<file path="src/rtl/bsv_pkg.sv">
// bsv_pkg: shared types, codes and constants for the bencode stream validator
// no dependencies

package bsv_pkg;

  localparam int MAX_DEPTH_DEF   = 32;
  localparam int OFFSET_BITS_DEF = 32;
  localparam int VAL_W           = 63;
  localparam int DEPTH_OUT_W     = 6;
  localparam int OFFSET_OUT_W    = 32;
  localparam int QUEUE_DEPTH     = 2;

  localparam logic [7:0] CH_E     = 8'h65;
  localparam logic [7:0] CH_I     = 8'h69;
  localparam logic [7:0] CH_L     = 8'h6c;
  localparam logic [7:0] CH_D     = 8'h64;
  localparam logic [7:0] CH_COLON = 8'h3a;
  localparam logic [7:0] CH_ZERO  = 8'h30;
  localparam logic [7:0] CH_NINE  = 8'h39;

  typedef enum logic [2:0] {
    MODE_EXPECT = 3'd0,
    MODE_LEN    = 3'd1,
    MODE_BODY   = 3'd2,
    MODE_INT    = 3'd3,
    MODE_DONE   = 3'd4,
    MODE_HALT   = 3'd5
  } mode_t;

  typedef enum logic [2:0] {
    ST_RUN      = 3'd0,
    ST_COMPLETE = 3'd1,
    ST_SYNTAX   = 3'd2,
    ST_TRUNC    = 3'd3,
    ST_TRAIL    = 3'd4,
    ST_DEPTH    = 3'd5,
    ST_OVER     = 3'd6
  } status_t;

  typedef enum logic [2:0] {
    EV_NONE     = 3'd0,
    EV_STR_HDR  = 3'd1,
    EV_STR_END  = 3'd2,
    EV_INT_END  = 3'd3,
    EV_LIST     = 3'd4,
    EV_DICT     = 3'd5,
    EV_CLOSE    = 3'd6
  } event_t;

  typedef enum logic [1:0] {
    KIND_NONE = 2'd0,
    KIND_LIST = 2'd1,
    KIND_DKEY = 2'd2,
    KIND_DVAL = 2'd3
  } kind_t;

  // classified byte handed from front to back
  typedef struct packed {
    logic       is_digit;
    logic [3:0] digit;
    logic       is_e;
    logic       is_i;
    logic       is_l;
    logic       is_d;
    logic       is_colon;
    logic       last;
  } cls_t;

endpackage

</file>
<file path="src/rtl/bsv_front.sv">
// bsv_front: input stage that accepts beats, classifies each byte and queues it for the back
// depends on bsv_pkg

module bsv_front (
  input  logic          clk,
  input  logic          rst_n,
  input  logic          in_valid,
  output logic          in_stall,
  input  logic [7:0]    in_data_byte,
  input  logic          in_last_byte,
  output logic          q_valid,
  input  logic          q_stall,
  output bsv_pkg::cls_t q_cls
);

  localparam int QD = bsv_pkg::QUEUE_DEPTH;
  localparam int QA = $clog2(QD);

  bsv_pkg::cls_t mem_r [QD];
  logic [QA-1:0] wp_r, wp_nxt, rp_r, rp_nxt;
  logic [QA:0]   cnt_r, cnt_nxt;
  bsv_pkg::cls_t cls;
  logic          push, pop;

  always_comb begin
    cls          = '0;
    cls.is_digit = (in_data_byte >= bsv_pkg::CH_ZERO) && (in_data_byte <= bsv_pkg::CH_NINE);
    cls.digit    = cls.is_digit ? 4'(in_data_byte - bsv_pkg::CH_ZERO) : 4'd0;
    cls.is_e     = in_data_byte == bsv_pkg::CH_E;
    cls.is_i     = in_data_byte == bsv_pkg::CH_I;
    cls.is_l     = in_data_byte == bsv_pkg::CH_L;
    cls.is_d     = in_data_byte == bsv_pkg::CH_D;
    cls.is_colon = in_data_byte == bsv_pkg::CH_COLON;
    cls.last     = in_last_byte;
  end

  assign in_stall = (cnt_r == (QA+1)'(QD));
  assign push     = in_valid && !in_stall;
  assign q_valid  = (cnt_r != '0);
  assign pop      = q_valid && !q_stall;
  assign q_cls    = mem_r[rp_r];

  always_comb begin
    wp_nxt  = push ? ((wp_r == QA'(QD-1)) ? '0 : wp_r + 1'b1) : wp_r;
    rp_nxt  = pop ? ((rp_r == QA'(QD-1)) ? '0 : rp_r + 1'b1) : rp_r;
    cnt_nxt = cnt_r + (QA+1)'(push) - (QA+1)'(pop);
  end

  always_ff @(posedge clk) begin
    if (!rst_n) begin
      wp_r  <= '0;
      rp_r  <= '0;
      cnt_r <= '0;
    end else begin
      wp_r  <= wp_nxt;
      rp_r  <= rp_nxt;
      cnt_r <= cnt_nxt;
    end
  end

  always_ff @(posedge clk) begin
    if (push) begin
      mem_r[wp_r] <= cls;
    end
  end

endmodule

</file>
<file path="src/rtl/bsv_back.sv">
// bsv_back: parse state machine with container stack and result register
// depends on bsv_pkg

module bsv_back #(
  parameter int MAX_DEPTH   = bsv_pkg::MAX_DEPTH_DEF,
  parameter int OFFSET_BITS = bsv_pkg::OFFSET_BITS_DEF
) (
  input  logic          clk,
  input  logic          rst_n,
  input  logic          req_dict,
  input  logic          q_valid,
  output logic          q_stall,
  input  bsv_pkg::cls_t q_cls,
  output logic          out_valid,
  input  logic          out_stall,
  output logic [2:0]    out_status,
  output logic [2:0]    out_event_res,
  output logic [62:0]   out_token_value,
  output logic [5:0]    out_nest_depth,
  output logic [31:0]   out_byte_offset,
  output logic          out_buffer_end
);

  localparam int DW = $clog2(MAX_DEPTH + 1);
  localparam int SA = (MAX_DEPTH > 1) ? $clog2(MAX_DEPTH) : 1;
  localparam int VW = bsv_pkg::VAL_W;
  localparam logic [VW-1:0] VAL_MAX = '1;
  // largest accumulator that may take another digit d is (max-d)/10
  localparam logic [VW-1:0] LIM_HI = VW'(VAL_MAX / 10);

  bsv_pkg::mode_t   mode_r, mode_nxt;
  bsv_pkg::status_t sticky_r, sticky_nxt;
  logic [VW-1:0]    len_r, len_nxt, int_r, int_nxt;
  logic [DW-1:0]    depth_r, depth_nxt;
  logic [OFFSET_BITS-1:0] pos_r;
  bsv_pkg::kind_t   stack_r [MAX_DEPTH];
  logic             stk_we;
  logic [SA-1:0]    stk_wa;
  bsv_pkg::kind_t   stk_wd;

  logic             fire, ovld_r;
  bsv_pkg::kind_t   top;
  logic [SA-1:0]    top_idx;
  bsv_pkg::event_t  ev;
  logic [VW-1:0]    tok;
  bsv_pkg::status_t st_out;
  logic [VW-1:0]    acc_sel, acc_add;
  logic             acc_ok;

  logic [2:0]  o_status_r, o_event_r;
  logic [62:0] o_tok_r;
  logic [5:0]  o_depth_r;
  logic [31:0] o_off_r;
  logic        o_end_r;

  assign q_stall = ovld_r && out_stall;
  assign fire    = q_valid && !q_stall;

  assign top_idx = SA'(depth_r - 1'b1);
  assign top     = (depth_r != '0) ? stack_r[top_idx] : bsv_pkg::KIND_NONE;

  // digit accumulate: overflow check against VAL_MAX / 10 and a multiply-by-ten add
  always_comb begin
    acc_sel = (mode_r == bsv_pkg::MODE_INT) ? int_r : len_r;
    acc_ok  = (acc_sel < LIM_HI) ||
              ((acc_sel == LIM_HI) && (q_cls.digit <= 4'(VAL_MAX % 10)));
    acc_add = VW'({acc_sel, 3'b000}) + VW'({acc_sel, 1'b0}) + VW'(q_cls.digit);
  end

  always_comb begin
    mode_nxt   = mode_r;
    sticky_nxt = sticky_r;
    len_nxt    = len_r;
    int_nxt    = int_r;
    depth_nxt  = depth_r;
    stk_we     = 1'b0;
    stk_wa     = top_idx;
    stk_wd     = bsv_pkg::KIND_NONE;
    ev         = bsv_pkg::EV_NONE;
    tok        = '0;
    begin : finish_blk
      logic fin;
      logic [DW-1:0] fdepth;
      fin    = 1'b0;
      fdepth = depth_r;
      unique case (mode_r)
        bsv_pkg::MODE_EXPECT: begin
          if (q_cls.is_e) begin
            if (top == bsv_pkg::KIND_LIST || top == bsv_pkg::KIND_DKEY) begin
              depth_nxt = depth_r - 1'b1;
              fdepth    = depth_r - 1'b1;
              ev        = bsv_pkg::EV_CLOSE;
              fin       = 1'b1;
            end else begin
              sticky_nxt = bsv_pkg::ST_SYNTAX;
              mode_nxt   = bsv_pkg::MODE_HALT;
            end
          end else if (depth_r == '0 && req_dict && !q_cls.is_d) begin
            sticky_nxt = bsv_pkg::ST_SYNTAX;
            mode_nxt   = bsv_pkg::MODE_HALT;
          end else if (q_cls.is_digit) begin
            len_nxt  = VW'(q_cls.digit);
            mode_nxt = bsv_pkg::MODE_LEN;
          end else if (top == bsv_pkg::KIND_DKEY) begin
            sticky_nxt = bsv_pkg::ST_SYNTAX;
            mode_nxt   = bsv_pkg::MODE_HALT;
          end else if (q_cls.is_i) begin
            int_nxt  = '0;
            mode_nxt = bsv_pkg::MODE_INT;
          end else if (q_cls.is_l || q_cls.is_d) begin
            if (depth_r >= DW'(MAX_DEPTH)) begin
              sticky_nxt = bsv_pkg::ST_DEPTH;
              mode_nxt   = bsv_pkg::MODE_HALT;
            end else begin
              stk_we    = 1'b1;
              stk_wa    = SA'(depth_r);
              stk_wd    = q_cls.is_l ? bsv_pkg::KIND_LIST : bsv_pkg::KIND_DKEY;
              depth_nxt = depth_r + 1'b1;
              ev        = q_cls.is_l ? bsv_pkg::EV_LIST : bsv_pkg::EV_DICT;
            end
          end else begin
            sticky_nxt = bsv_pkg::ST_SYNTAX;
            mode_nxt   = bsv_pkg::MODE_HALT;
          end
        end
        bsv_pkg::MODE_LEN: begin
          if (q_cls.is_digit) begin
            if (acc_ok) begin
              len_nxt = acc_add;
            end else begin
              sticky_nxt = bsv_pkg::ST_OVER;
              mode_nxt   = bsv_pkg::MODE_HALT;
            end
          end else if (q_cls.is_colon) begin
            ev  = bsv_pkg::EV_STR_HDR;
            tok = len_r;
            if (len_r == '0) begin
              fin = 1'b1;
            end else begin
              mode_nxt = bsv_pkg::MODE_BODY;
            end
          end else begin
            sticky_nxt = bsv_pkg::ST_SYNTAX;
            mode_nxt   = bsv_pkg::MODE_HALT;
          end
        end
        bsv_pkg::MODE_BODY: begin
          len_nxt = (len_r != '0) ? len_r - 1'b1 : len_r;
          if (len_r <= VW'(1)) begin
            ev  = bsv_pkg::EV_STR_END;
            fin = 1'b1;
          end
        end
        bsv_pkg::MODE_INT: begin
          if (q_cls.is_digit) begin
            if (acc_ok) begin
              int_nxt = acc_add;
            end else begin
              sticky_nxt = bsv_pkg::ST_OVER;
              mode_nxt   = bsv_pkg::MODE_HALT;
            end
          end else if (q_cls.is_e) begin
            ev  = bsv_pkg::EV_INT_END;
            tok = int_r;
            fin = 1'b1;
          end else begin
            sticky_nxt = bsv_pkg::ST_SYNTAX;
            mode_nxt   = bsv_pkg::MODE_HALT;
          end
        end
        bsv_pkg::MODE_DONE: begin
          sticky_nxt = bsv_pkg::ST_TRAIL;
          mode_nxt   = bsv_pkg::MODE_HALT;
        end
        default: begin
        end
      endcase
      // value finished: flip dictionary phase or complete at top level
      if (fin) begin
        if (fdepth == '0) begin
          mode_nxt   = bsv_pkg::MODE_DONE;
          sticky_nxt = bsv_pkg::ST_COMPLETE;
        end else begin
          mode_nxt = bsv_pkg::MODE_EXPECT;
          stk_wa   = SA'(fdepth - 1'b1);
          if (stack_r[SA'(fdepth - 1'b1)] == bsv_pkg::KIND_DKEY) begin
            stk_we = 1'b1;
            stk_wd = bsv_pkg::KIND_DVAL;
          end else if (stack_r[SA'(fdepth - 1'b1)] == bsv_pkg::KIND_DVAL) begin
            stk_we = 1'b1;
            stk_wd = bsv_pkg::KIND_DKEY;
          end
        end
      end
    end
    st_out = (q_cls.last && sticky_nxt == bsv_pkg::ST_RUN) ? bsv_pkg::ST_TRUNC : sticky_nxt;
  end

  always_ff @(posedge clk) begin
    if (!rst_n) begin
      mode_r   <= bsv_pkg::MODE_EXPECT;
      sticky_r <= bsv_pkg::ST_RUN;
      len_r    <= '0;
      int_r    <= '0;
      depth_r  <= '0;
      pos_r    <= '0;
      ovld_r   <= 1'b0;
    end else begin
      if (fire) begin
        ovld_r <= 1'b1;
      end else if (!out_stall) begin
        ovld_r <= 1'b0;
      end
      if (fire) begin
        if (q_cls.last) begin
          mode_r   <= bsv_pkg::MODE_EXPECT;
          sticky_r <= bsv_pkg::ST_RUN;
          len_r    <= '0;
          int_r    <= '0;
          depth_r  <= '0;
          pos_r    <= '0;
        end else begin
          mode_r   <= mode_nxt;
          sticky_r <= sticky_nxt;
          len_r    <= len_nxt;
          int_r    <= int_nxt;
          depth_r  <= depth_nxt;
          pos_r    <= pos_r + 1'b1;
        end
      end
    end
  end

  always_ff @(posedge clk) begin
    if (fire && stk_we) begin
      stack_r[stk_wa] <= stk_wd;
    end
  end

  always_ff @(posedge clk) begin
    if (fire) begin
      o_status_r <= st_out;
      o_event_r  <= ev;
      o_tok_r    <= tok;
      o_depth_r  <= 6'(depth_nxt);
      o_off_r    <= 32'(pos_r);
      o_end_r    <= q_cls.last;
    end
  end

  assign out_valid       = ovld_r;
  assign out_status      = o_status_r;
  assign out_event_res   = o_event_r;
  assign out_token_value = o_tok_r;
  assign out_nest_depth  = o_depth_r;
  assign out_byte_offset = o_off_r;
  assign out_buffer_end  = o_end_r;

endmodule

</file>
<file path="src/rtl/bencode_stream_validator.sv">
// bencode_stream_validator: top level joining the classify front and parse back
// depends on bsv_pkg, bsv_front, bsv_back
//
// usage: feed one byte of a bencoded buffer per beat on in_data_byte, with
// in_last_byte high on the buffer's final byte. every input beat yields
// exactly one result beat: status, token event, string length or integer
// value, open container count, byte offset and the last-byte echo.
// throughput is one byte per cycle while the receiver does not hold out_stall;
// the parse state update, digit accumulate (multiply by ten and add) included,
// is combinational between registers. a result beat passes through the
// two-entry classify queue and then the output register.
// in_stall rises only when the queue is full, which happens when the
// receiver holds out_stall; results are then held unchanged.
// cfg_require_dictionary is written whenever cfg_we is high; change it only
// between buffers. reset (rst_n low, synchronous) clears the parse state,
// empties the queue and sets require_dictionary to 1. no clearing pass is
// needed; the container stack is only read below the open depth.

module bencode_stream_validator #(
  parameter int MAX_DEPTH   = bsv_pkg::MAX_DEPTH_DEF,
  parameter int OFFSET_BITS = bsv_pkg::OFFSET_BITS_DEF
) (
  input  logic        clk,
  input  logic        rst_n,
  input  logic        cfg_we,
  input  logic        cfg_require_dictionary,
  input  logic        in_valid,
  output logic        in_stall,
  input  logic [7:0]  in_data_byte,
  input  logic        in_last_byte,
  output logic        out_valid,
  input  logic        out_stall,
  output logic [2:0]  out_status,
  output logic [2:0]  out_event_res,
  output logic [62:0] out_token_value,
  output logic [5:0]  out_nest_depth,
  output logic [31:0] out_byte_offset,
  output logic        out_buffer_end
);

  logic          req_dict_r;
  logic          q_valid, q_stall;
  bsv_pkg::cls_t q_cls;

  always_ff @(posedge clk) begin
    if (!rst_n) begin
      req_dict_r <= 1'b1;
    end else if (cfg_we) begin
      req_dict_r <= cfg_require_dictionary;
    end
  end

  bsv_front u_front (
    .clk, .rst_n, .in_valid, .in_stall, .in_data_byte, .in_last_byte,
    .q_valid, .q_stall, .q_cls
  );

  bsv_back #(.MAX_DEPTH(MAX_DEPTH), .OFFSET_BITS(OFFSET_BITS)) u_back (
    .clk, .rst_n, .req_dict(req_dict_r), .q_valid, .q_stall, .q_cls,
    .out_valid, .out_stall, .out_status, .out_event_res, .out_token_value,
    .out_nest_depth, .out_byte_offset, .out_buffer_end
  );

endmodule

</file>
<file path="config.mk">
export PLATFORM = sky130hd
export DESIGN_NAME = bencode_stream_validator
export DESIGN_NICKNAME = d
export VERILOG_FILES = /design/src/rtl/bsv_pkg.sv /design/src/rtl/bsv_front.sv /design/src/rtl/bsv_back.sv /design/src/rtl/bencode_stream_validator.sv
export SDC_FILE = /design/constraint.sdc
export NUM_CORES = 1
export LEC_CHECK = 0
export BUFFER_PORTS_ARGS = -buffer_cell sky130_fd_sc_hd__buf_4
export CAP_MARGIN = 20
export CORE_AREA = 2 2 245 247
export DETAILED_ROUTE_END_ITERATION = 10
export DIE_AREA = 0 0 247 249
export PLACE_DENSITY = 0.59
export SETUP_SLACK_MARGIN = 0.4
export SYNTH_ARGS = -nofsm -noshare
export SYNTH_HDL_FRONTEND = slang
export SYNTH_SLANG_ARGS = --single-unit
</file>
<file path="constraint.sdc">
create_clock -name clk -period 6.8 [get_ports clk]
set_clock_uncertainty 0.15 [all_clocks]
set_input_delay 0.68 -clock clk [delete_from_list [all_inputs] [get_ports clk]]
set_output_delay 0.68 -clock clk [all_outputs]
set_load 0.05 [all_outputs]
</file>
---- Word level (Yosys, flattened, before mapping) ----
Memory sizes are Yosys's and may differ from the RTL's. A register that Yosys moved wholly into a read port is not among the register bits.
Cells that the tools add are included.
word-level totals
  register bits ........................... 284
  RAM bits ................................ 86
  input bits .............................. 15
  output and inout bits ................... 110
  word-level logic and storage cells ...... 237
  memories kept ........................... 2
operators by class
  add/subtract/negate cells ............... 12
  order comparisons ....................... 6
  eq/ne operators ......................... 31
  multiplexer cells ....................... 140
  reduce and logical (&&, ||, !) cells .... 29
memory list
  name            words  width  rd ports  clocked after Yosys merged registers in  wr ports  RTL line         source
  u_back.stack_r  32     2      2         0                                        1         bsv_back.sv:36   bsv_pkg::kind_t stack_r [MAX_DEPTH];
  u_front.mem_r   2      11     1         1                                        1         bsv_front.sv:19  bsv_pkg::cls_t mem_r [QD];
operators by type and width
  operator                                                          count
  two-way mux 63 bit                                                18
  one-hot mux 63 bit (2 select lines)                               2
  one-hot mux 63 bit (3 select lines)                               1
  two-way mux 3 bit                                                 43
  two-way mux 6 bit                                                 12
  adder 63 x 4 -> 63 bit                                            1
  adder 63 bit                                                      1
  equality test 63 x 60 -> 1 bit (second input constant)            1
  less-or-equal comparator 63 x 1 -> 1 bit (second input constant)  1
  zero test 63 bit                                                  1
  < comparator 63 x 60 -> 1 bit (second input constant)             1
  nonzero test 63 bit                                               1
  subtractor 63 x 1 -> 63 bit (second input constant)               1
  two-way mux 5 bit                                                 10
  one-hot mux 3 bit (4 select lines)                                3
  adder 32 x 1 -> 32 bit (second input constant)                    1
  equality test 8 x 7 -> 1 bit (second input constant)              4
  two-way mux 1 bit                                                 32
  two-way mux 2 bit                                                 16
  two-way mux 32 bit                                                1
  != test 3 x 2 -> 1 bit (second input constant)                    8
  zero test 6 bit                                                   2
  nonzero test 6 bit                                                2
  != test 10 x 6 -> 1 bit (second input constant)                   1
  other kinds (33)                                                  54

---- Logic depth before layout (Yosys ltp) ----
Gate-level depths: netlist of run 1.
An unclocked memory read counts as a cell.
  word-level depth ........................ 18
  gate-level depth with buffers ........... 27

---- By module ----
A second synthesis of run 1 with hierarchy kept.
unflattened totals
  cells, all modules ...................... 2472
  area total of the unflattened synthesis .. 23177.2 sq um
modules (own cells, without submodules)
  module                    instances  cells an instance  area each (sq um)  seq. area each (sq um)
  bsv_back                  1          2388               21967.3            8588.2
  bsv_front                 1          81                 1176.1             760.7
  bencode_stream_validator  1          3                  33.8               20.0

---- Worst setup path after synthesis of run 1 ----
OpenSTA, ideal clock, no wires.
  kind .................................... reg-to-reg
  from .................................... register u_back.depth_r[0]
  to ...................................... memory u_back.stack_r[18][0] in the netlist's numbering (enable)
  setup time .............................. 329 ps
  data arrival time ....................... 6784 ps
  required time ........................... 6321 ps
  setup slack ............................. -463 ps
  cell stages (with the launch flop) ...... 24
  buffers on the path ..................... 8
  clock period less this slack ............ 7263 ps
  path through ............................ dfxtp_1 > clkbuf_1 > buf_1 > clkbuf_1 > mux4_2 > mux4_2 > a221oi_1 > a31oi_1 > ha_1 > clkbuf_1 > nor3_2 > xnor2_1 > buf_2 > ha_1 > clkbuf_1 > clkbuf_1 > mux4_2 > mux2i_1 > mux2_2 > o22ai_2 > nand3_2 > o22a_2 > buf_6 > nor3_1
between the ends
  longest elaborated chain between the ends .. 18
  elaborated cells between the ends (all ways) .. 46
  those cells by class .................... add/sub: 2; order compare: 1; eq/ne: 4; mux: 31; reduce/logical: 7; memory: 1
RTL lines
  element                                                              RTL line                         source
  start, declared                                                      bsv_back.sv:34                   logic [DW-1:0] depth_r, depth_nxt;
  start signal, assigned                                               bsv_back.sv:227                  depth_r <= depth_nxt;
  subtractor 6 x 1 -> 6 bit                                            bsv_back.sv:59                   assign top_idx = SA'(depth_r - 1'b1);
  memory (32 x 2 bit)                                                  -
  two-way mux 2 bit                                                    bsv_back.sv:60                   assign top = (depth_r != '0) ? stack_r[top_idx] : bsv_pkg::KIND_NONE;
  equality test 2 x 1 -> 1 bit or equality test 2 bit (tied branches)  bsv_back.sv:89, bsv_back.sv:104
  logical OR 1 bit                                                     bsv_back.sv:89                   if (top == bsv_pkg::KIND_LIST || top == bsv_pkg::KIND_DKEY) begin
  two-way mux 6 bit                                                    bsv_back.sv:89
  two-way mux 6 bit                                                    bsv_back.sv:88                   if (q_cls.is_e) begin
  two-way mux 6 bit                                                    bsv_back.sv:86                   unique case (mode_r)
  (+2 left out)                                                        -
  equality test 2 bit                                                  bsv_back.sv:189                  end else if (stack_r[SA'(fdepth - 1'b1)] == bsv_pkg::KIND_DVAL) begin
  two-way mux 1 bit                                                    bsv_back.sv:189
  two-way mux 1 bit                                                    bsv_back.sv:186                  if (stack_r[SA'(fdepth - 1'b1)] == bsv_pkg::KIND_DKEY) begin
  two-way mux 1 bit                                                    bsv_back.sv:180                  if (fdepth == '0) begin
  two-way mux 1 bit                                                    bsv_back.sv:179                  if (fin) begin
  logical AND 1 bit                                                    bsv_back.sv:235                  if (fire && stk_we) begin
  two-way mux 1 bit                                                    bsv_back.sv:235
  two-way mux 1 bit (implied by the code)                              bsv_back.sv:236                  stack_r[stk_wa] <= stk_wd;
  end, declared                                                        bsv_back.sv:36
Several ways; a longest one is shown, not always the timed one.

---- Worst setup path after layout of run 1 ----
  from .................................... register u_back.mode_r[0]
  to ...................................... register u_back.len_r[59]
between the ends
  longest elaborated chain between the ends .. 8
  elaborated cells between the ends (all ways) .. 23
  those cells by class .................... add/sub: 2; order compare: 1; eq/ne: 10; mux: 5; reduce/logical: 5
RTL lines
  element                              RTL line         source
  start, declared                      bsv_back.sv:31   bsv_pkg::mode_t mode_r, mode_nxt;
  start signal, assigned               bsv_back.sv:201  mode_r <= bsv_pkg::MODE_EXPECT;
  start signal, assigned               bsv_back.sv:216  mode_r <= bsv_pkg::MODE_EXPECT;
  start signal, assigned               bsv_back.sv:223  mode_r <= mode_nxt;
  equality test 3 x 2 -> 1 bit         bsv_back.sv:64   acc_sel = (mode_r == bsv_pkg::MODE_INT) ? int_r : len_r;
  two-way mux 63 bit                   bsv_back.sv:64
  adder 63 bit                         bsv_back.sv:67   acc_add = VW'({acc_sel, 3'b000}) + VW'({acc_sel, 1'b0}) + VW'(q_cls.digit);
  adder 63 x 4 -> 63 bit               bsv_back.sv:67
  two-way mux 63 bit                   bsv_back.sv:128  if (acc_ok) begin
  two-way mux 63 bit                   bsv_back.sv:127  if (q_cls.is_digit) begin
  one-hot mux 63 bit (3 select lines)  bsv_back.sv:86
  two-way mux 63 bit                   bsv_back.sv:215  if (q_cls.last) begin
  end signal, assigned                 bsv_back.sv:225  len_r <= len_nxt;
  end, declared                        bsv_back.sv:33   logic [VW-1:0] len_r, len_nxt, int_r, int_nxt;
Several ways; a longest one is shown, not always the timed one. The select of a mux whose other input is x is not followed.
A chain may end at the register's enable or synchronous reset.

==> results.md, run 1 <==
* Gate Count Post-Synth at between 2000 and 3000
* Post-synth ARST share at 0%
* Clock Tree Root: clkbuf_16
* Crit path largest cell delay at 0.69 ns
* Die area at a little over 0.06 mm²
* Final period util at between 90 and 100%
* Pwr Density at between 300 and 400 mW/mm²
* Largest area contributor in the netlist: edfxtp_1
* Layout area overhead at 14.1%
* Worst Hold Class: primary input to register
* Worst Max-Slew Pin Slew at approximately 1.1 ns
* Inst Count DP at 3333
* Seq/Total Area, Yosys at between 40% and 50%
* FF-to-FF Start: u_back.mode_r[0]$_SDFFE_PN0P_
* WHS Endpoint: u_front.mem_r[0][0]$_DFFE_PP_
* Final Util at a little under half
* Worst R2R Path Depth at 17
* Commonest cells after routing, fill and taps aside: nand2_1 (296), nor2_1 (219), edfxtp_1 (194)
* Commonest non-fill, non-tap cell in the layout: nand2_1
* FF/Latch Area at around 0.0094 mm²
* Number of buffers created by CTS at 44
* Max Slew Vio Count at 0
* Layout cell share with drive strength beyond 1 at approximately 14%
* Clock tree from TritonCTS: done
* Drt first pass iters at 5
* Detail Placement HPWL at 53800 µm
* Vias in the first global route at around 20000
* Leak at roughly 11 nW
* Hold Path Depth at 1
* Total Nets Final at about 2700
* CP top delay family: compound AO/OA/AOI/OAI gates
* Clk_lat worst skew at 0.60 ns
* Layout fillers at 5592
* RSZ-0062 raised after global routing: false
* Final hold vios at 0
* Max-cap violations at 0
* Largest net degree at the start of global routing at 95
* Critical setup path kind: register to register
* Reg power frac at about a third
* Die Span Y at approximately 250 µm
* Ys Warns at 0
* Net Count, Synth at roughly 2700
* Critical path launch point type: register
* H-tree Lvls at 2
* Reg clk slew, reported paths at around 0.060 ns
* Worst hold start: in_last_byte
* Synthesized flop and latch total at between 300 and 400
* Outcome: complete, no violations
* Die W at around 250 µm
* CP Capture Type: register
* Avg Cell Area, Syn at roughly 9 µm²
* Clock group share of total power at approximately 26%
* Number of cells in the finished layout apart from fillers at between 3000 and 4000
* P_int at just over 5 mW
* Area of the multi-input gates at 0.0133 mm²
* Synth top area cells: edfxtp_1 (25%), dfxtp_1 (15%), ha_1 (6.5%)
* Setup TNS at 0 ns
* Final worst path period need at between 6 and 7 ns
* Initial core utilization at 39.8%
* Comb power frac at slightly above 40%
* Slack of the worst reg-to-reg path at ~0.66 ns
* Core ar. at 0.0587 mm²
* DRT Wirelength at about 75000 µm
* Worst path arrival time at about 6.5 ns
* Grt ovf at 0
* Clock sinks at around 370
* Total power at roughly 8.9 mW
* Row cnt at 89
* Synth Flop Type: edfxtp_1
* Port buffer count at roughly 120
* DRC viols at 0
* Critical path peak fanout at 16
* Slowest cell on the critical path: dfxtp_1
* Wire length per cell at 21.9 µm
* Deepest clock path buffer count at 3
* Detailed-route via count at about 21000
* DR vias/cell at between 6 and 7
* Yosys top cell area share at around 25%
* Hold_ws at 0.127 ns
* Net Sw Power at 3.81 mW
* Gp weighted congestion at 0.936
* Antenna violations before repair at 0
* Worst path cell trace: nand3b_1 > buf_4 > mux2i_1 > inv_1 > ha_1 > ha_1 > a21o_1 > a21oi_1 > a211oi_1 > buf_4 > o311a_1 > o31a_1 > o2111ai_1 > a311oi_1 > a2111oi_2 > or4_1 > nand3_1
* N_diodes at 0
* # setup viols final at 0
* Post-synthesis cell type count at 84
* GRT Resource Usage Total at a little under a quarter
* Initial DRC count at about 1800
* WP data required at between 7 and 8 ns
* Sw Ratio at a little over two fifths
* Worst r2r dst: u_back.len_r[59]$_SDFFE_PN0P_
* F_max at between 0.15 and 0.2 GHz
* First-pass GRT wire length at around 120000 µm
* Crit. Startpoint: u_back.mode_r[0]$_SDFFE_PN0P_
* Bufs and invs on worst path at 3
* Post-synth EDFFs at between 150 and 200
* IR drop worst, VDD at 0.329 mV
* Post-DRT Antenna Nets at 0
* Syn Std Cell Area at around 0.023 mm²
* I/O pin cnt at 125
* Slew margin rel. at 27.1%
## registers in the layout, indices dropped and copies added (netlist names), named ones only
name / count
req_dict_r: 1
u_back.depth_r: 6
u_back.int_r: 63
u_back.len_r: 63
u_back.mode_r: 3
u_back.out_buffer_end: 1
u_back.out_byte_offset: 32
u_back.out_event_res: 3
u_back.out_nest_depth: 6
u_back.out_status: 3
u_back.out_token_value: 63
u_back.out_valid: 1
u_back.pos_r: 32
u_back.stack_r: 64
u_back.sticky_r: 3
u_front.cnt_r: 2
u_front.mem_r: 22
u_front.rp_r: 1
u_front.wp_r: 1
## power groups by stage
| stage | clock (mW) | sequential [mW] | combinational [mW] |
|---|---|---|---|
| final | 2.30 | 2.95 | 3.63 |
| after global routing | 2.43 | 2.98 | 3.86 |
| after CTS | 2.34 | 2.95 | 3.58 |
| after detailed placement | 0 | 2.99 | 3.56 |
| after global placement | 0 | 2.99 | 3.53 |
| after floorplan | 0 | 3.87 | 1.61 |
## cell families (layout without fill, tap and decap cells)
group                      count (synthesis)  count (layout)  share of synthesized area, %
buffers and inverters                    232             314                          3.86
adders and majority gates                123             123                          6.65
muxes                                     73              73                          4.84
DFF                                      371             371                          40.1
xor gates and xnor gates                 128             128                          4.80
and+or+nand+nor                          948             948                          19.6
AOI/OAI and AO/OA                        686             686                          20.1
## synth_stat cells (9+ instances only)
cell type  instances
a21oi_1          141
inv_1             55
mux2_2            10
and4_1             9
nand2b_1          18
nor4_1            41
or2_2             16
buf_1             14
a211oi_1          31
a21o_1            38
ha_1             121
xnor2_1           51
o22ai_1           17
xor2_1            77
nand2_1          297
o21ai_0          118
mux4_2            31
nor2_1           219
o211a_1           10
mux2i_1           32
and2_1            25
and3_1            25
edfxtp_1         194
nand4_1           46
o211ai_1          17
o21bai_1          13
nand3_1           65
clkbuf_1         154
dfxtp_1          177
or4_1             10
a22o_1            71
a31oi_1           34
nor2b_1           12
o21a_1            15
o31ai_1           16
nor3_1           103
a22oi_1           67
or3_1             24
## per-stage QoR
stage / instance area [µm²] / setup WS (ns)
3_5_place_dp: 25000 / 0.0856
2_1_floorplan: 23400 / 0.475
3_3_place_gp: 25000 / 0.296
6_report: 26700 / 0.658
4_1_cts: 26400 / 0.429
5_1_grt: 26700 / 0.423
## what timing repair did
item | in CTS | in global routing
buffers inserted | 0 | 2
pin swaps | 0 | 1
gates resized for setup | 6 | 35
hold buffers | 0 | 0
setup endpoints to repair | 66 | 130
## area by class of cell
cell class | instances | area share, %
clock buffer | 59 | 4.53
clock inverter | 21 | 0.648
inverter | 55 | 0.798
multi-input combinational | 1958 | 50.1
sequential | 371 | 35.2
tap | 773 | 3.63
timing repair buffer | 179 | 5.18
## worst max-delay path by stage
stage	cells past startpoint	slack, ns	endpoint
floorplan	24	0.48	u_back.stack_r[18][0]$_DFFE_PP_
global placement	21	0.30	u_back.stack_r[13][1]$_DFFE_PP_
detailed placement	22	0.09	u_back.stack_r[12][1]$_DFFE_PP_
CTS	21	0.43	u_back.stack_r[12][0]$_DFFE_PP_
global route	16	0.42	u_back.int_r[59]$_SDFFE_PN0P_
finish	17	0.66	u_back.len_r[59]$_SDFFE_PN0P_
## metal layers
| metal | global-route usage, % | up-vias | part of all wire (%) |
|---|---|---|---|
| met1 | 33.3 | 10200 | 44 |
| met3 | 3.70 | 155 | 7.0 |
| met4 | 8.04 | 0 | 3.2 |
| li1 | - | 9712 | - |
| met5 | 0 | - | 0 |
| met2 | 37.7 | 852 | 46 |
Power figures use the tool's default switching activity.
==> run 2, diff against run 1 <==
--- a/config.mk
+++ b/config.mk
@@ -11,6 +11,7 @@
 export DETAILED_ROUTE_END_ITERATION = 10
 export DIE_AREA = 0 0 247 249
 export PLACE_DENSITY = 0.59
+export RECOVER_POWER = 100
 export SETUP_SLACK_MARGIN = 0.4
 export SYNTH_ARGS = -nofsm -noshare
 export SYNTH_HDL_FRONTEND = slang
==> run 2 against run 1 <==
Compared with the run above:
- the flow now finishes with violations (max-capacitance violations, max-slew violations)
- sequential power about the same
- combinational power fell by 6.9%
- cell area down 2.1%
- final cell count unchanged
- sequential share of layout area increased by 0.75 points
- flip-flop and latch count is the same
- die area stayed put
- worst setup slack worse by 0.29 ns
- critical path type unchanged
- global-route usage stayed put
- first-iteration DRC count grew 3.0%
- worst hold slack gained 0.026 ns
- via count hardly changed
==> results.md, run 2 (synthesized netlist as in run 1, its figures left out) <==
* Final hold vios at 0 (unchanged)
* H-tree Lvls at 2 (unchanged)
* I/O pin cnt at 125 (unchanged)
* P_int at 4.85 mW (-4.3%)
* Critical setup path kind: register to register
* Detailed-route via count at 20900 (+0.067%)
* Grt ovf at 0 (unchanged)
* Wire length per cell at 21.9 µm (about the same)
* Setup WS pre-CTS at 0.0856 ns (unchanged)
* Leak at 10.4 nW (-4.5%)
* Max Slew Vio Count at 237 (+237)
* Worst Hold Class: primary input to register
* Finished Cell Area at 0.0261 mm² (-2.1%)
* Core ar. at 0.0587 mm² (unchanged)
* Antenna violations before repair at 1 (+1)
* Commonest non-fill, non-tap cell in the layout: nand2_1
* WP data required at 7.11 ns (about the same)
* Number of buffers created by CTS at 44 (unchanged)
* Violated checks: max-capacitance violations, max-slew violations
* Pwr Density at 331 mW/mm² (-0.66%)
* Worst path cell trace: nand3b_1 > buf_4 > clkbuf_2 > nand2_1 > nand2_1 > ha_1 > ha_1 > nand2_1 > nor3_1 > nand4_1 > a211oi_1 > clkbuf_1 > o21ai_0 > a21oi_1 > clkbuf_1 > a41oi_1 > xor2_1 > o21ai_0
* Slew margin rel. at -185% (-210 points)
* Hold_ws at 0.153 ns (+0.0263 ns)
* Clock sinks at 371 (unchanged)
* Comb power frac at 39.2% (-1.7 points)
* Outcome: complete, but fails checks
* Max-cap violations at 5 (+5)
* Bufs and invs on worst path at 4 (+1)
* Port buffer count at 124 (unchanged)
* Clock group share of total power at 26.6% (+0.7 points)
* CP top delay family: simple AND/OR/NAND/NOR gates
* Worst Max-Slew Pin Slew at 4.28 ns (+3.18 ns)
* GRT Resource Usage Total at 23.9% (unchanged)
* RSZ-0062 raised after global routing: false
* Row cnt at 89 (unchanged)
* Setup TNS at 0 ns (unchanged)
* Critical path peak fanout at 28 (+12)
* Total Nets Final at 2747 (unchanged)
* DRT Wirelength at 74700 µm (about the same)
* Die W at 247 µm (unchanged)
* Gp weighted congestion at 0.936 (unchanged)
* Clock Tree Root: clkbuf_16
* F_max at 0.155 GHz (-4.5%)
* Final worst path period need at 6.43 ns (+0.292 ns)
* Critical path launch point type: register
* DRC viols at 0 (unchanged)
* Detail Placement HPWL at 53800 µm (unchanged)
* DR vias/cell at 6.12 (about the same)
* Layout area overhead at 11.7%
* Vias in the first global route at 20200 (unchanged)
* Total power at 8.63 mW (-2.8%)
* Most used cell, CP: nand2_1
* Biggest register: u_back.stack_r
* Final period util at 94.6% (+4.3 points)
* Initial DRC count at 1894 (+3.0%)
* Reg power frac at 34.2% (+1.0 points)
* N_diodes at 0 (unchanged)
* Largest net degree at the start of global routing at 95 (unchanged)
* First-pass GRT wire length at 117000 µm (unchanged)
* Sw Ratio at 43.8% (+0.92 points)
* Die Span Y at 249 µm (unchanged)
* Crit path largest cell delay at 0.68 ns (about the same)
* Deepest clock path buffer count at 3 (unchanged)
* Slowest cell on the critical path: dfxtp_1
* Drt first pass iters at 5 (unchanged)
* Reg clk slew, reported paths at 0.07 ns (about the same)
* Clk_lat worst skew at 0.60 ns (about the same)
* Commonest cells after routing, fill and taps aside: nand2_1 (296), nor2_1 (219), edfxtp_1 (194)
* Clock tree from TritonCTS: done
* Layout cell share with drive strength beyond 1 at 8.82% (-5.1 points)
* Initial core utilization at 39.8% (unchanged)
* DP Area at 0.0250 mm² (unchanged)
* # setup viols final at 0 (unchanged)
* IR drop worst, VDD at 0.274 mV (-17%)
* Final worst slack at 0.367 ns (-0.292 ns)
* Post-DRT Antenna Nets at 0 (unchanged)
* Hold_buf cts at 0 (unchanged)
* CP Capture Type: register
* Die area at 0.0615 mm² (unchanged)
* Largest register FFs at 64 (unchanged)
* Worst path arrival time at 6.75 ns (+0.28 ns)
* Net Sw Power at 3.78 mW (-0.67%)
==> run 2: area by class of cell <==
type / count / area, µm²
Fill cell: 5710 / 32600
Multi-Input combinational cell: 1958 / 13300
Sequential cell: 371 / 9370
Clock buffer: 59 / 1210
Tap cell: 773 / 967
Timing Repair Buffer: 179 / 888
Inverter: 55 / 213
Clock inverter: 21 / 173
==> run 2: through the flow <==
step | instances | utilization, %
floorplan | 2561 | -
global placement | 3333 | 42.7
detailed placement | 3333 | 42.7
CTS | 3413 | 45.1
global route | 3416 | 44.5
finish | 3416 | 44.5
==> run 2: worst paths after layout <==
kind,start,endpoint,slack [ns],cells past startpoint
worst max-delay path,u_back.mode_r[0]$_SDFFE_PN0P_,u_back.int_r[58]$_SDFFE_PN0P_,0.37,18
worst min-delay path,cfg_require_dictionary,req_dict_r$_SDFFE_PN1P_,0.15,3
worst max register to register,u_back.mode_r[0]$_SDFFE_PN0P_,u_back.int_r[58]$_SDFFE_PN0P_,0.37,18
worst min register to register,u_back.pos_r[31]$_SDFFE_PN0P_,u_back.out_byte_offset[31]$_DFFE_PP_,0.30,0
==> run 2: timing repair <==
item | in CTS | in global routing
setup endpoints to repair | 66 | 130
cloned | 0 | 0
pin swaps | 0 | 1
gates resized for setup | 6 | 35
setup buffers | 0 | 2
==> run 2: power groups by stage <==
stage          Combinational, mW  Sequential (mW)  Clock (mW)
2_1_floorplan               1.61             3.87           0
3_3_place_gp                3.53             2.99           0
3_5_place_dp                3.56             2.99           0
4_1_cts                     3.58             2.95        2.34
5_1_grt                     3.61             2.99        2.43
6_report                    3.38             2.95        2.29
==> run 2: worst min-delay path: cells and delay by family <==
| family | cells | cell delay, ns |
|---|---|---|
| buffers and inverters | 1 | 0.08 |
| muxes | 1 | 0.05 |
| and+or+nand+nor | 1 | 0.06 |
==> run 2: routing by layer <==
metal / vias up / routed length, µm / global-route usage (%)
met5: - / 0 / 0
met3: 143 / 4980 / 3.70
met4: 0 / 2300 / 8.04
met1: 10200 / 33200 / 33.3
li1: 9716 / - / -
met2: 831 / 34300 / 37.7
